--- src/assert_macros.svh ---
// Assertion helpers shared by the window generator RTL.
// Needs a clock named aclk and an active-low reset named aresetn in scope.
`ifndef ASSERT_MACROS_SVH
`define ASSERT_MACROS_SVH

// Clocked check, off while reset is held.
`define CHECK_AT(lbl, prop, msg) \
    lbl: assert property (@(posedge aclk) disable iff (!aresetn) prop) else $error(msg);

// Clocked check that also holds during reset.
`define CHECK_ALWAYS(lbl, prop, msg) \
    lbl: assert property (@(posedge aclk) prop) else $error(msg);

`endif

--- src/cswg_pkg.sv ---
// Types and constants of the cosine-sum window generator.
// No dependencies; used by every module in src.
package cswg_pkg;

    localparam int MAX_LENGTH     = 4096;
    localparam int COEF_FRAC_BITS = 16;
    localparam int PH_BITS        = 24;
    localparam int IDX_W          = 12;
    localparam int LEN_W          = 13;
    localparam int COEF_W         = 17;

    // Divider: one quotient bit per cell, quotient bits 24 down to 0
    localparam int DIV_CELLS = PH_BITS + 1;
    localparam int REM_W     = IDX_W + 1;

    localparam int HORNER_STEPS = 4;
    localparam int HORNER_LAT   = 3;
    localparam int COS_LAT      = 5 + HORNER_STEPS * HORNER_LAT;
    localparam int PIPE_DEPTH   = DIV_CELLS + 1 + COS_LAT + 3;

    localparam logic [30:0] Q30_ONE    = 31'h4000_0000;
    localparam logic [32:0] TWO_PI_Q30 = 33'd6746518852;

    localparam int COS_DIV [HORNER_STEPS] = '{56, 30, 12, 2};
    localparam int SIN_DIV [HORNER_STEPS] = '{72, 42, 20, 6};

    // Q30 weights
    localparam logic [29:0] W_HAM0 = 30'd579820585;
    localparam logic [29:0] W_HAM1 = 30'd493921239;
    localparam logic [29:0] W_HANN = 30'd536870912;
    localparam logic [29:0] W_BLK0 = 30'd458048598;
    localparam logic [29:0] W_BLK1 = 30'd533178314;
    localparam logic [29:0] W_BLK2 = 30'd82514912;
    localparam logic [29:0] W_BH0  = 30'd385204879;
    localparam logic [29:0] W_BH1  = 30'd524297395;
    localparam logic [29:0] W_BH2  = 30'd151698245;
    localparam logic [29:0] W_BH3  = 30'd12541305;

    typedef enum logic [2:0] {
        WIN_RECT     = 3'd0,
        WIN_HAMMING  = 3'd1,
        WIN_HANN     = 3'd2,
        WIN_BLACKMAN = 3'd3,
        WIN_BHARRIS  = 3'd4
    } win_kind_t;

    typedef enum logic {
        REG_WINDOW_TYPE   = 1'b0,
        REG_WINDOW_LENGTH = 1'b1
    } cfg_reg_t;

    typedef struct packed {
        logic [REM_W-1:0]     rem;
        logic [DIV_CELLS-1:0] quo;
    } div_state_t;

    typedef struct packed {
        logic [29:0] x2;
        logic [30:0] t;
    } poly_state_t;

    typedef struct packed {
        logic [1:0]  quad;
        logic        fold;
        logic [29:0] x;
    } fold_side_t;

endpackage

--- src/cswg_div_cell.sv ---
// One cell of the phase divider: resolves one quotient bit per cycle while en is high.
// Depends on cswg_pkg.
module cswg_div_cell #(
    parameter bit FIRST = 1'b0
) (
    input  logic                       aclk,
    input  logic                       en,
    input  logic [cswg_pkg::IDX_W-1:0] divisor,
    input  cswg_pkg::div_state_t       din,
    output cswg_pkg::div_state_t       dout
);
    import cswg_pkg::*;

    div_state_t       state_reg;
    div_state_t       state_next;
    logic [REM_W-1:0] shifted;
    logic             ge;

    always_comb begin
        shifted = FIRST ? din.rem : {din.rem[REM_W-2:0], 1'b0};
        ge      = shifted >= {1'b0, divisor};
        state_next.rem = ge ? (shifted - {1'b0, divisor}) : shifted;
        state_next.quo = {din.quo[DIV_CELLS-2:0], ge};
    end

    always_ff @(posedge aclk) begin
        if (en) begin
            state_reg <= state_next;
        end
    end

    assign dout = state_reg;

endmodule

--- config.mk ---
export PLATFORM = sky130hd
export DESIGN_NAME = cswg_div_cell
export DESIGN_NICKNAME = d
export VERILOG_FILES = /design/src/assert_macros.svh /design/src/cswg_pkg.sv /design/src/cswg_div_cell.sv
export SDC_FILE = /design/constraint.sdc
export NUM_CORES = 1
export LEC_CHECK = 0
export BUFFER_PORTS_ARGS = -buffer_cell sky130_fd_sc_hd__buf_2
export CORE_ASPECT_RATIO = 0.8
export CORE_MARGIN = 2
export CORE_UTILIZATION = 50
export DETAILED_ROUTE_END_ITERATION = 10
export MAX_ROUTING_LAYER = met4
export PLACE_DENSITY = 0.87
export SLEW_MARGIN = 20
export SYNTH_ARGS = -nofsm -noshare
export SYNTH_HDL_FRONTEND = slang
export SYNTH_SLANG_ARGS = --single-unit
export TNS_END_PERCENT = 100
--- constraint.sdc ---
create_clock -name aclk -period 4.8 [get_ports aclk]
set_input_delay 0.48 -clock aclk [delete_from_list [all_inputs] [get_ports aclk]]
set_output_delay 0.48 -clock aclk [all_outputs]
set_load 0.03 [all_outputs]
==> results.txt, run 1 <==
Outcome - finished clean
TritonCTS Buffers - 5
Int Pwr - 703 uW
Crit path time final - 2.42 ns
Storage cell area - 0.00114 mm^2
Die Y - 60.2 um
Worst Setup Start Kind - input port
Crit. End Element - flop
Largest register FFs - 38
Drt initial violations - 53
Worst EP required - 4.84 ns
Pwr Density - 374 mW/mm^2
CTS tree - yes
Peak supply drop - 0.148 mV
Filler cell count - 307
Hold Buf Count CTS - 0
MaxCap Viol Count - 0
Total Wirelength - 4.15 mm
Mapped Avg Cell Area - 13.1 um^2
Post-route clock period utilization - 50.4%
Core Box Area - 0.00380 mm^2
Post-route ant nets - 0
Switching Share - 27.8%
Flop pwr share - 42.4%
Ys async rst share - 0%
Pre-antenna DRT Iters - 4
First-pass GRT wire length - 6.33 mm
Via count - 1518
Post-DR wirelength/cell - 13.8 um
Register area share after synthesis - 57.8%
Ant diodes - 0
Clk sink count - 38
Synth Instances - 151
Multi-input gate area - 764 um^2
GR Util All Layers - 19.8%
Die area - 0.00447 mm^2
Fin Setup TNS - 0 ns
CP max FO - 13
Post-place setup slack - 2.08 ns
HPWL Detailed - 3.18 mm
Post-synthesis adder-cell area fraction - 8.62%
Mux contribution to synthesized area - 4.76%
Vias per inst - 5.06
Final worst slack - 2.38 ns
Final nets - 309
Yosys top cell area share - 57.8%
Final hold violation count - 0
Seq cells post-synth - 38
Slew headroom - 45.5%
# IOs - 90
XOR/XNOR share of the synthesized area - 2.22%
Synth Cell Area - 0.00197 mm^2
Fmax - 413 MHz
# Post-CTS Setup Buffers - 0
Initial Utilization - 51.9%
Ys Warns - 0
Post-synthesis simple-gate area fraction - 9.00%
Sw power - 271 uW
P_leak - 1.19 nW
Clock network power share - 33.3%
Synth area leaders - edfxtp_1 58%, ha_1 7.6%, mux2_4 3.0%, inv_1 2.7%, mux2_1 1.7%
Largest net degree at the start of global routing - 39
Root Driver - clkbuf_8
Clock Tree Buf Depth - 2
Actual slew at the worst max-slew pin - 0.818 ns
Worst min-delay path category - in2reg
WP data arrival - 2.46 ns
Gate power share - 24.4%
Global route overflow - 0
Final GP Congestion - 0.851
Die span in x - 74.2 um
Most used DFF post-synth - edfxtp_1
Layout cells sized above 1 - 43.7%
Area growth, synth to finish - 32.0%
Vias in the first global route - 1445
Max-slew violation count - 0
CTS H-tree depth - 2
Syn Nets - 216
Top-count cell post-synth - edfxtp_1
Port bufs - 87
RSZ-0062 raised after global routing - false
Post-CTS sizing - 0
Synth Area in Compound Gates - 14.1%
Initial antenna violation count - 0
Synth unique cells - 44
Post-synth top cells - 38 x edfxtp_1, 14 x inv_1, 12 x ha_1
Critical path class - in2reg
Site Rows - 20
Final setup violation count - 0
Largest family of logic cells by synthesized area - compound AO/OA/AOI/OAI gates
Number of flops mapped to enable cells by yosys - 38
Clock transition at the registers of the reported paths - 0.09 ns
Drc violations - 0
Yosys top cell by area - edfxtp_1
power by group through the flow:
| stage | clock, mW | sequential, mW | combinational (mW) |
|---|---|---|---|
| finish | 0.324 | 0.413 | 0.237 |
| global route | 0.346 | 0.416 | 0.258 |
| CTS | 0.331 | 0.414 | 0.238 |
| detailed placement | 0 | 0.421 | 0.237 |
| global placement | 0 | 0.420 | 0.231 |
| floorplan | 0 | 0.492 | 0.0927 |
through the flow:
stage / hold WS (ns) / cells / power [mW] / area, um^2 / utilization [%]
3_3_place_gp: 0.657 / 292 / 0.651 / 2470 / 64.8
5_1_grt: 0.344 / 300 / 1.02 / 2600 / 68.5
3_5_place_dp: 0.658 / 292 / 0.657 / 2470 / 64.8
2_1_floorplan: 0.579 / 151 / 0.584 / 1970 / -
4_1_cts: 0.352 / 300 / 0.983 / 2600 / 68.5
6_report: 0.354 / 300 / 0.974 / 2600 / 68.5
final cells by class:
type | count | area share [%]
repair buffers | 87 | 16.7
well taps | 55 | 2.64
multi-input cells | 97 | 29.4
clock buffers | 5 | 2.64
inverters | 15 | 2.16
flip-flops and latches | 38 | 43.8
clock inverters | 3 | 2.64
final timing paths:
check	slack (ns)	cells after the start	start	end
max	2.38	9	divisor[8]	dout[30]
min	0.35	1	din[22]	dout[23]
cells by family (layout without fill, tap and decap cells):
kind of cell / Yosys count / after routing
muxes: 7 / 7
DFF: 38 / 38
adders and majority gates: 13 / 13
AOI/OAI and AO/OA: 39 / 39
and+or+nand+nor: 33 / 33
buffers and inverters: 16 / 110
xor gates and xnor gates: 5 / 5
critical path, cell delays in order:
cell and delay, ns:
buf_2 0.08, inv_1 0.03, ha_1 0.37, and3_1 0.23, and2_1 0.18, and2b_1 0.19, a31oi_4 0.23, and2_4 0.32
mux2_1 0.34
layer usage:
metal | global-route usage [%] | wire length [um] | up-vias | part of all wire [%]
li1 | - | - | 751 | -
met1 | 21.1 | 1600 | 683 | 39
met2 | 34.7 | 2050 | 77 | 49
met3 | 7.08 | 431 | 7 | 10
met4 | 6.38 | 68 | 0 | 1.6
met5 | - | 0 | - | 0
placed cells by master, fill, tap and decap left out, drive strengths merged, types with 3 or more instances in the layout:
cell type / instances
nand2: 4
edfxtp: 38
o21a: 3
buf: 87
o21ai: 11
or2: 3
a21o: 4
xnor2: 3
a21oi: 7
nand3: 6
inv: 15
clkbuf: 5
nor2: 8
ha: 12
o22ai: 3
mux2: 7
(Power assumes the default switching activity.)
==> run 2: changes to the inputs <==
--- a/config.mk
+++ b/config.mk
@@ -5,13 +5,14 @@
 export SDC_FILE = /design/constraint.sdc
 export NUM_CORES = 1
 export LEC_CHECK = 0
+export ABC_AREA = 1
 export BUFFER_PORTS_ARGS = -buffer_cell sky130_fd_sc_hd__buf_2
 export CORE_ASPECT_RATIO = 0.8
 export CORE_MARGIN = 2
-export CORE_UTILIZATION = 50
+export CORE_UTILIZATION = 48
 export DETAILED_ROUTE_END_ITERATION = 10
 export MAX_ROUTING_LAYER = met4
-export PLACE_DENSITY = 0.87
+export PLACE_DENSITY = 0.81
 export SLEW_MARGIN = 20
 export SYNTH_ARGS = -nofsm -noshare
 export SYNTH_HDL_FRONTEND = slang
==> constraint.sdc (replaced) <==
create_clock -name aclk -period 2.25 [get_ports aclk]
set_input_delay 0.225 -clock aclk [delete_from_list [all_inputs] [get_ports aclk]]
set_output_delay 0.225 -clock aclk [all_outputs]
set_load 0.03 [all_outputs]
==> run 2 against run 1 <==
Effect of this change: worst hold slack lost 0.25 ns; critical path type unchanged; first-iteration DRC count grew 91%; sequential power grew 110%; largest cell class unchanged.
==> results.txt, run 2 <==
Yosys top cell area share - 51.0% (was 57.8%)
Seq cells post-synth - 38 (unchanged)
Clk sink count - 38 (unchanged)
Hold Buf Count CTS - 0 (unchanged)
Post-place setup slack - 0.232 ns (was 2.08 ns)
Top-count cell post-synth - nand2_1 (was edfxtp_1)
Die span in x - 80.3 um (was 74.2 um)
Drt initial violations - 101 (was 53)
Peak supply drop - 0.315 mV (was 0.148 mV)
Met3 routed WL - 451 um (was 431 um)
Fmax - 586 MHz
Worst EP required - 2.30 ns (was 4.84 ns)
GR Util All Layers - 19.3% (was 19.8%)
Fin Setup TNS - 0 ns (unchanged)
MaxCap Viol Count - 0 (unchanged)
RSZ-0062 raised after global routing - false (unchanged)
Final setup violation count - 0 (unchanged)
P_leak - 1.51 nW (was 1.19 nW)
Pwr Density - 738 mW/mm^2 (was 374 mW/mm^2)
Initial Utilization - 49.3% (was 51.9%)
CTS H-tree depth - 2 (unchanged)
Filler cell count - 401 (was 307)
Post-route ant nets - 0 (unchanged)
# Post-CTS Setup Buffers - 0 (unchanged)
Worst Setup Start Kind - input port (unchanged)
Number of flops mapped to enable cells by yosys - 38 (unchanged)
Final worst slack - 0.544 ns (was 2.38 ns)
Max incr delay on CP - 0.38 ns (was 0.37 ns)
Largest register FFs - 38 (unchanged)
CP Cell Sequence - buf_2, inv_1, ha_1, nand2_1, nand2_1, nand2_1, nand3_2, nand2_2, nand3_4, nand2_1, o21ai_2 (was buf_2, inv_1, ha_1, and3_1, and2_1, and2b_1, a31oi_4, and2_4, mux2_1)
Max-slew violation count - 0 (unchanged)
Port bufs - 87 (unchanged)
Root Driver - clkbuf_8 (unchanged)
Outcome - finished clean (unchanged)
WP data arrival - 1.76 ns (was 2.46 ns)
Drc violations - 0 (unchanged)
Worst min-delay path category - in2reg (unchanged)
CP max-delay cell - ha_1 (unchanged)
Final hold violation count - 0 (unchanged)
Pre-antenna DRT Iters - 4 (unchanged)
Synth Instances - 239 (was 151)
Die Y - 65.1 um (was 60.2 um)
Most frequent cells in the layout - 87 x buf_2, 70 x nand2_1, 49 x inv_1 (was 87 x buf_2, 38 x edfxtp_1, 14 x inv_1)
TritonCTS Buffers - 5 (unchanged)
Wl on met1 - 2.07 mm (was 1.60 mm)
Via count - 1877 (was 1518)
Site Rows - 22 (was 20)
Ys Warns - 0 (unchanged)
Clock Tree Buf Depth - 2 (unchanged)
Vias per inst - 4.76 (was 5.06)
Leading cell type in the layout, fill and taps excluded - buf_2 (unchanged)
Switching Share - 29.8% (was 27.8%)
Post-layout util - 63.3% (was 68.5%)
Clock network power share - 32.7% (was 33.3%)
Met2 WL - 2.19 mm (was 2.05 mm)
Mapped Avg Cell Area - 9.36 um^2 (was 13.1 um^2)
Synth Cell Area - 0.00224 mm^2 (was 0.00197 mm^2)
Post-DR wirelength/cell - 12.1 um (was 13.8 um)
Layout cells sized above 1 - 36.2% (was 43.7%)
Global route overflow - 0 (unchanged)
Actual slew at the worst max-slew pin - 0.830 ns (was 0.818 ns)
Area growth, synth to finish - 28.4% (was 32.0%)
Synth unique cells - 23 (was 44)
# IOs - 90 (unchanged)
Flop pwr share - 41.5% (was 42.4%)
Initial antenna violation count - 0 (unchanged)
Critical path class - in2reg (unchanged)
Final GP Congestion - 0.845 (was 0.851)
Post-route clock period utilization - 75.8%
Clock transition at the registers of the reported paths - 0.08 ns (was 0.09 ns)
Sw power - 632 uW (was 271 uW)
HPWL Detailed - 3.70 mm (was 3.18 mm)
CTS tree - yes (unchanged)
Most used DFF post-synth - edfxtp_1 (unchanged)
Largest net degree at the start of global routing - 39 (unchanged)
Final nets - 398 (was 309)
Most used cell along the critical path - nand2_1
Slew headroom - 44.7% (was 45.5%)
Post-synth top cells - 70 x nand2_1, 49 x inv_1, 38 x edfxtp_1 (was 38 x edfxtp_1, 14 x inv_1, 12 x ha_1)
Post-CTS sizing - 0 (unchanged)
Crit path time final - 1.71 ns
Total Wirelength - 4.75 mm (was 4.15 mm)
Register area share after synthesis - 51.0% (was 57.8%)
Critical path buffers and inverters - 2 (unchanged)
Ant diodes - 0 (unchanged)
Synth area leaders - edfxtp_1 51%, nand2_1 12%, inv_1 8.2%, ha_1 6.7%, nand4_1 3.1% (was edfxtp_1 58%, ha_1 7.6%, mux2_4 3.0%, inv_1 2.7%, mux2_1 1.7%)
Top delay family on crit path - simple AND/OR/NAND/NOR gates (unchanged)
Die area - 0.00523 mm^2 (was 0.00447 mm^2)
Ys async rst share - 0% (unchanged)
First-pass GRT wire length - 7.47 mm (was 6.33 mm)
Max layer used - met4 (unchanged)
Syn Nets - 304 (was 216)
Final Hold Slack - 0.105 ns (was 0.354 ns)
Core Box Area - 0.00454 mm^2 (was 0.00380 mm^2)
Int Pwr - 1.49 mW (was 703 uW)
Vias in the first global route - 1744 (was 1445)
Yosys top cell by area - edfxtp_1 (unchanged)
Gate power share - 25.8% (was 24.4%)
Crit. End Element - flop (unchanged)
CP max FO - 19 (was 13)
[run 2: per-stage QoR]
step,total power [mW],instances,instance area (um^2)
after floorplan,1.28,239,2240
after global placement,1.43,386,2740
after detailed placement,1.44,386,2740
after CTS,2.14,394,2870
after global routing,2.24,394,2870
final,2.12,394,2870
[run 2: kinds of logic after synthesis]
kind of cell | Yosys count | synth area share (%)
fa+ha+maj | 13 | 7.61
simple gates | 118 | 26.4
compound gates | 9 | 2.68
xor+xnor | 6 | 2.35
flops | 38 | 51.0
buf+inv | 55 | 9.96
[run 2: final timing paths]
| path | from | to | slack (ns) | depth (start not counted) |
|---|---|---|---|---|
| setup / recovery | divisor[2] | dout[30] | 0.54 | 11 |
| hold / removal | din[3] | dout[4] | 0.11 | 1 |
[run 2: cell type report]
type / instances / area (um^2) / area share (%)
inverters: 54 / 203 / 7.06
clock inverters: 3 / 68.8 / 2.40
multi-input cells: 146 / 873 / 30.4
well taps: 60 / 75.1 / 2.61
repair buffers: 88 / 443 / 15.4
flip-flops and latches: 38 / 1140 / 39.7
clock buffers: 5 / 68.8 / 2.40
[run 2: power by group through the flow]
stage,logic [mW],clock network (mW),registers [mW]
floorplan,0.234,0,1.05
global route,0.606,0.742,0.889
finish,0.546,0.692,0.880
global placement,0.535,0,0.896
CTS,0.548,0.708,0.881
detailed placement,0.546,0,0.898
[run 2: routing by layer]
| metal | vias to the layer above | GRT usage [%] |
|---|---|---|
| li1 | 960 | - |
| met1 | 830 | 22.7 |
| met2 | 80 | 31.3 |
| met3 | 7 | 6.13 |
| met4 | 0 | 6.99 |
| met5 | - | - |
